==> config.mk <==
export PLATFORM = sky130hd
export DESIGN_NAME = pnew_ctrl
export DESIGN_NICKNAME = d
export VERILOG_FILES = /design/src/rtl/pnew_pkg.sv /design/src/rtl/pnew_ctrl.sv
export SDC_FILE = /design/constraint.sdc
export NUM_CORES = 1
export LEC_CHECK = 0
export ABC_AREA = 0
export BUFFER_PORTS_ARGS = -buffer_cell sky130_fd_sc_hd__buf_2
export CAP_MARGIN = 15
export CORE_AREA = 2 2 39 41
export DETAILED_ROUTE_END_ITERATION = 12
export DIE_AREA = 0 0 41 43
export GPL_TIMING_DRIVEN = 0
export MAX_ROUTING_LAYER = met4
export PLACE_DENSITY = 0.46
export SETUP_SLACK_MARGIN = 0.1
export SKIP_LAST_GASP = 1
export SYNTH_ARGS = -nofsm -noshare
export SYNTH_HDL_FRONTEND = slang
export SYNTH_SLANG_ARGS = --single-unit
==> constraint.sdc <==
create_clock -name clk -period 1.7 [get_ports clk]
set_input_delay 0.085 -clock clk [delete_from_list [all_inputs] [get_ports clk]]
set_output_delay 0.085 -clock clk [all_outputs]
set_load 0.005 [all_outputs]
==> src/rtl/pnew_pkg.sv <==
// Package for the pixel neighbor edge weight block.
// Shared types, register indexes and fixed-point constants; no dependencies.
package pnew_pkg;

	localparam int unsigned MAX_WIDTH_DEF = 2048;

	localparam logic [11:0] DEF_FRAME_WIDTH  = 12'd640;
	localparam logic [15:0] DEF_FRAME_HEIGHT = 16'd480;
	localparam logic [23:0] DEF_BETA_Q8      = 24'd25600;

	localparam logic [1:0] REG_FRAME_WIDTH  = 2'd0;
	localparam logic [1:0] REG_FRAME_HEIGHT = 2'd1;
	localparam logic [1:0] REG_BETA_Q8      = 2'd2;

	// 256 * 65025 and sixteen times that
	localparam logic [23:0] DIV_CONST = 24'd16646400;
	localparam logic [39:0] N_LIMIT   = 40'd266342400;
	localparam logic [31:0] Q31_ONE   = 32'h8000_0000;
	localparam logic [63:0] Q31_HALF  = 64'h0000_0000_4000_0000;
	localparam logic [31:0] MICRO     = 32'd1000000;
	localparam logic [3:0]  TAYLOR_N  = 4'd10;

	// 65025 and ceil(2^47 / 65025); the product's bits from 47 up give the
	// exact quotient for any dividend below 2^32
	localparam logic [31:0] D_255SQ  = 32'd65025;
	localparam logic [31:0] RECIP_D  = 32'd2164359683;

	typedef enum logic [2:0] {
		C_IDLE,
		C_PUSH,
		C_WSTART,
		C_WWAIT,
		C_OUT
	} ctl_state_t;

	typedef enum logic [3:0] {
		W_IDLE,
		W_MUL1,
		W_MUL2,
		W_QMUL,
		W_RMUL,
		W_TMUL,
		W_KDIV,
		W_CLAMP,
		W_SQ,
		W_FIN
	} wph_t;

	typedef struct packed {
		logic accept;
		logic push;
		logic w_start;
		logic w_store;
		logic out_load;
	} cmd_t;

	typedef struct packed {
		logic skip;
		logic emit;
		logic w_done;
		logic nb_last;
		logic out_free;
	} sts_t;

endpackage

==> src/rtl/pnew_ctrl.sv <==
// Controller of the edge weight block: sequences accept, push, the eight
// neighbor weights and the result load; uses pnew_pkg.
module pnew_ctrl (
	input  logic           clk,
	input  logic           arst_n,
	input  logic           in_valid,
	output logic           in_ready,
	output pnew_pkg::cmd_t cmd,
	input  pnew_pkg::sts_t sts
);
	import pnew_pkg::*;

	ctl_state_t state_q;
	ctl_state_t state_nx;

	always_ff @(posedge clk or negedge arst_n) begin
		if (!arst_n) state_q <= C_IDLE;
		else state_q <= state_nx;
	end

	always_comb begin
		state_nx = state_q;
		unique case (state_q)
			C_IDLE: begin
				if (in_valid && !sts.skip) state_nx = C_PUSH;
			end
			C_PUSH: state_nx = sts.emit ? C_WSTART : C_IDLE;
			C_WSTART: state_nx = C_WWAIT;
			C_WWAIT: begin
				if (sts.w_done) state_nx = sts.nb_last ? C_OUT : C_WSTART;
			end
			C_OUT: begin
				if (sts.out_free) state_nx = C_IDLE;
			end
			default: state_nx = C_IDLE;
		endcase
	end

	always_comb begin
		in_ready     = 1'b0;
		cmd          = '0;
		unique case (state_q)
			C_IDLE: begin
				in_ready   = 1'b1;
				cmd.accept = in_valid;
			end
			C_PUSH:   cmd.push = 1'b1;
			C_WSTART: cmd.w_start = 1'b1;
			C_WWAIT:  cmd.w_store = sts.w_done;
			C_OUT:    cmd.out_load = sts.out_free;
			default:  cmd = '0;
		endcase
	end
endmodule

==> flow_summary.toml, run 1 <==
[timing]
timing.final.ws_setup_ns = 0.439
finClkSkew_ns = 0.00521
max_freq_mhz = 793
timing.final.crit_share_pct = 74.1
timing.hold.ws_ns = 0.105
fin_crit_ns = 1.26
setup_viol = 0
rsz0062_at_grt = "false"
worst-slew-pin-transition_ns = 0.216
relSlewSlack_pct = 85.5
tns_ns = 0
drv_slew = 0
finalHoldViolCount = 0

[yosys]
post_synth.cell_area_avg_um2 = 9.24
netlist_area_um2 = 194
synthCells = 21
yosysWarnings = 0
synth-seq-cells = 3
synthDistinctLibCells = 15
syn_nets = 29
ys_seq_area_share_pct = 38.7

[drt]
drc_errors = 0
via_per_inst = 4.15
drt_iter0_markers = 4
routed_wl_um = 463
drtAntennaViolNets = 0
firstDrtPassIters = 2
post_drt_wl_per_cell_um = 8.42
vias = 228

[clock_tree]
h-tree-depth = 1
cts.path.max_buffers = 2
post_cts_buffers = 0
cts_buffers = 3
cts_tree = "yes"
clock_sinks = 3
ctsResizeCount = 0
cts_root_buf = "clkbuf_4"
worstSkewPairLatency_ns = 0.24
ctsHoldBuffers = 1
clkTransAtPathRegs_ns = 0.03

[status]
status = "finished, final reports clean"

[global_route]
grtUsageTotal_pct = 6.80
grt_pass1_vias = 182
grt_max_degree = 9
antenna_found_initial = 0
grt_pass1_wl_um = 731
gr-total-overflow = 0

[worst_setup_path]
worstPathArrival_ns = 1.18
end_kind = "output port"
path_class = "register to output port"
startpoint_type = "register"
cp_max_fo = 8
worst_ep_required_time_ns = 1.62

[placement]
dpl.hpwl_um = 369
finalWeightedCongestion = 0.684
dpl_worst_slack_ns = 0.554
numPortBuffers = 13

[pwr]
p_per_area_nw_per_um2 = 1440
power.leakage_nw = 0.163
max-vdd-ir-drop_mv = 0.434

[die]
die_w_um = 41
fp.dieArea_um2 = 1760
design.core.area_um2 = 1380
pin_count = 14
start_util_pct = 14.0
row_count = 14
die_y_um = 43

[layout]
reg_top3 = "state_q (3)"
area.growth.synth_to_final_pct = 62.6
drive_above_1_share_pct = 48.7
regMostFlops = "state_q"
finalNetCount = 48
largest_reg_flops = 3
n_antenna_cell = 0
final_util_pct = 22.8

[min_path]
hold_class = "primary input to register"

[job]
drv_cap = 0
## layer usage
metal | routed length (µm) | vias to the layer above | GRT usage, %
met5 | 0 | - | -
met4 | 0 | 0 | 2.00
met3 | 66 | 0 | 6.28
met2 | 192 | 11 | 7.50
met1 | 204 | 99 | 8.74
li1 | - | 118 | -
## per-stage QoR
stage | cell area, µm² | total power [W] | instances
after global placement | 279 | 0.000335 | 50
after floorplan | 194 | 0.000249 | 21
after global routing | 315 | 0.000503 | 55
after CTS | 315 | 0.000464 | 55
after detailed placement | 279 | 0.000331 | 50
final | 315 | 0.000455 | 55
## power by group
part / total (W) / internal [W] / switching, W
combinational: 0.000181 / 0.000102 / 0.0000791
clock: 0.000127 / 0.0000881 / 0.0000390
sequential: 0.000147 / 0.000100 / 0.0000466
total: 0.000455 / 0.000290 / 0.000165
## cell usage after synthesis (all sizes together)
| library cell | n | share of area [%] |
|---|---|---|
| o31ai | 1 | 3.9 |
| dfrtp | 3 | 39 |
| nand2 | 1 | 1.9 |
| nand2b | 2 | 6.5 |
| nor3 | 3 | 7.7 |
| inv | 2 | 3.9 |
| and3 | 1 | 3.9 |
| a21bo | 1 | 5.2 |
| or4b | 1 | 5.2 |
| and2 | 1 | 3.2 |
| a21oi | 1 | 2.6 |
| o32ai | 1 | 4.5 |
| nor2 | 1 | 1.9 |
| and4bb | 1 | 6.5 |
| or3b | 1 | 4.5 |
## layout make-up
class                      count  area, µm²
clock buffer                   4       26.3
fill                         157       1070
inverter                       2       7.51
multi-input combinational     16        111
sequential                     3       75.1
tap                           16       20.0
timing repair buffer          14       75.1
## placed cells by master, fill, tap and decap left out
cell and count:
buf_2 13, nor3_1 3, clkbuf_4 3, dfrtp_1 3, nand2b_1 2, inv_1 2
nor2_1 1, and2_1 1, and4bb_2 1, and3_2 1, o32ai_1 1, nand2_1 1
or4b_1 1, o31ai_1 1, or3b_1 1, a21bo_2 1, a21oi_1 1, clkbuf_1 1
dlygate4sd3_1 1
## critical path, stage by stage (launching register included)
cell,delay (ns)
dfrtp_1,0.43
nor3_1,0.26
and2_1,0.15
buf_2,0.10
## path summary, 6_finish.rpt
path,start,end,slack [ns],depth (start not counted)
max,state_q[0]$_DFFE_PN0P_,cmd[4],0.44,3
min,sts[1],state_q[2]$_DFFE_PN0P_,0.11,3
max reg2reg,state_q[0]$_DFFE_PN0P_,state_q[2]$_DFFE_PN0P_,0.55,2
min reg2reg,state_q[2]$_DFFE_PN0P_,state_q[0]$_DFFE_PN0P_,0.53,1
max in group asynchronous,arst_n,state_q[0]$_DFFE_PN0P_,1.42,2
min in group asynchronous,arst_n,state_q[1]$_DFFE_PN0P_,0.17,2
## cell families (layout without fill, tap and decap cells)
group	Yosys count	in the layout	synth area share, %
buffers and inverters	2	20	3.87
and+or+nand+nor	12	12	41.3
DFF	3	3	38.7
AOI/OAI and AO/OA	4	4	16.1
(Power assumes the default switching activity.)
==> run 2: changes to the inputs <==
PLACE_DENSITY = 0.47   (was 0.46)
clock period = 1.05 ns   (was 1.7 ns; I/O delays follow)
==> run 2 against run 1 <==
The flow now finishes with violations (setup timing). Cell count up 7.3%. Routed wire length increased by 23%. Core utilization is 4.2 points higher. Critical endpoint is now state_q[2]$_DFFE_PN0P_.
==> flow_summary.toml, run 2 (synthesis results as in run 1) <==
[timing]
drv_slew = 0
timing.final.ws_setup_ns = -0.0984
relSlewSlack_pct = 85.6
rsz0062_at_grt = "true"
worst-slew-pin-transition_ns = 0.215
setup_viol = 6
timing.final.crit_share_pct = 109
fin_crit_ns = 1.15
finalHoldViolCount = 0
tns_ns = -0.411
finClkSkew_ns = 0.00354
max_freq_mhz = 871

[worst_setup_path]
crit_family = "simple AND/OR/NAND/NOR gates"
r2r_slack_ns = -0.1
reg2reg_depth = 2
worst_ep_required_time_ns = 1.18
path_class = "register to register"
path_buf_inv = 0
startpoint_type = "register"
crit_path_cell_trace = "or4b_1 -> o31ai_1"
end_kind = "register"
critPathSlowestCell = "or4b_1"
r2r_end = "state_q[2]$_DFFE_PN0P_"
cp_max_fo = 6
cp-startpoint = "state_q[1]$_DFFE_PN0P_"
r2r_start = "state_q[1]$_DFFE_PN0P_"
max_stage_delay_ns = 0.52
worstPathArrival_ns = 1.28

[layout]
reg_top3 = "state_q (3)"
largest_reg_flops = 3
finalNetCount = 52
drive_above_1_share_pct = 72.1
finalInstanceArea_um2 = 373
n_antenna_cell = 0
regMostFlops = "state_q"
layout.cells.non_filler = 59
layout_common_cells = "buf_2 (13), clkbuf_4 (3), buf_4 (3), dfrtp_2 (3), nor3_2 (2)"
area.growth.synth_to_final_pct = 92.3
final_common_cell = "buf_2"

[pwr]
switching_share_pct = 36.0
clkPwrFrac_pct = 21.6
p_total_w = 0.000933
p_int_w = 0.000596
seqPwrFrac_pct = 28.3
max-vdd-ir-drop_mv = 0.804
p_sw_w = 0.000336
p_per_area_nw_per_um2 = 2500
power.leakage_nw = 0.184
combPwrFrac_pct = 50.1

[global_route]
gr-total-overflow = 0
grt_pass1_vias = 210
grtUsageTotal_pct = 7.64
grt_max_degree = 9
antenna_found_initial = 0
grt_pass1_wl_um = 821

[placement]
finalWeightedCongestion = 0.754
dpl_worst_slack_ns = -0.0644
place_area_um2 = 279
dpl.hpwl_um = 378
numPortBuffers = 13
post-place-cells = 50

[drt]
drtAntennaViolNets = 0
vias = 236
drc_errors = 0
routed_wl_um = 570
firstDrtPassIters = 2
drt_iter0_markers = 2
via_per_inst = 4.00
post_drt_wl_per_cell_um = 9.66

[status]
status = "finished, violations left"
violations = "setup timing"

[die]
design.core.area_um2 = 1380
fp.dieArea_um2 = 1760
die_y_um = 43
die_w_um = 41
row_count = 14
start_util_pct = 14.0
pin_count = 14

[clock_tree]
h-tree-depth = 1
cts_root_buf = "clkbuf_4"
clkTransAtPathRegs_ns = 0.04
cts_buffers = 3
cts.path.max_buffers = 2
clock_sinks = 3
cts_tree = "yes"
worstSkewPairLatency_ns = 0.23

[min_path]
hp-start = "sts[3]"
hold_class = "primary input to register"
hold_path_depth = 3
hold_path_end = "state_q[1]$_DFFE_PN0P_"

[job]
drv_cap = 0
[run 2: tightest hold or removal path: cells and delay by family]
kind / cells / cell delay (ns)
simple gates: 1 / 0.06
compound gates: 1 / 0.07
buf+inv: 1 / 0.10
[run 2: layer usage]
metal / vias up / global-route usage, % / wire length, µm
met1: 103 / 8.47 / 263
li1: 122 / - / -
met5: - / - / 0
met3: 0 / 6.28 / 64
met4: 0 / 4.00 / 0
met2: 11 / 9.38 / 241
[run 2: area by class of cell]
| cell class | count | area, µm² |
|---|---|---|
| inverter | 2 | 7.51 |
| timing repair buffer | 18 | 109 |
| multi-input combinational | 16 | 131 |
| sequential | 3 | 78.8 |
| fill | 155 | 1010 |
| clock buffer | 4 | 26.3 |
| tap | 16 | 20.0 |
[run 2: worst max-delay path by stage]
stage                                  end  slack (ns)  depth (start not counted)
finish              state_q[2]$_DFFE_PN0P_        -0.1                          2
global route                        cmd[4]       -0.16                          3
CTS                                 cmd[4]       -0.13                          3
detailed placement  state_q[2]$_DFFE_PN0P_       -0.06                          2
global placement    state_q[2]$_DFFE_PN0P_       -0.08                          2
floorplan           state_q[2]$_DFFE_PN0P_      -0.003                          2
[run 2: power groups by stage]
stage                     combinational, W  sequential (W)  clock [W]
after CTS                         0.000363        0.000273   0.000214
after detailed placement          0.000297        0.000243          0
after floorplan                   0.000184        0.000218          0
after global routing              0.000506        0.000275   0.000226
after global placement            0.000296        0.000246          0
final                             0.000467        0.000264   0.000201
[run 2: stage by stage]
step           hold WS (ns)  util, %
3_3_place_gp         -0.150     20.2
3_5_place_dp         -0.151     20.2
2_1_floorplan        -0.243        -
4_1_cts              0.0736     24.9
6_report             0.0840     26.9
5_1_grt              0.0873     26.9
[run 2: timing repair]
action                                 CTS  global route
hold buffers                             1             0
endpoints found under the hold margin    3             0
gates resized for setup                  7             2
gates cloned                             0             0
pin swaps                                4             1
setup endpoints to repair                9             9
setup buffers                            1             3
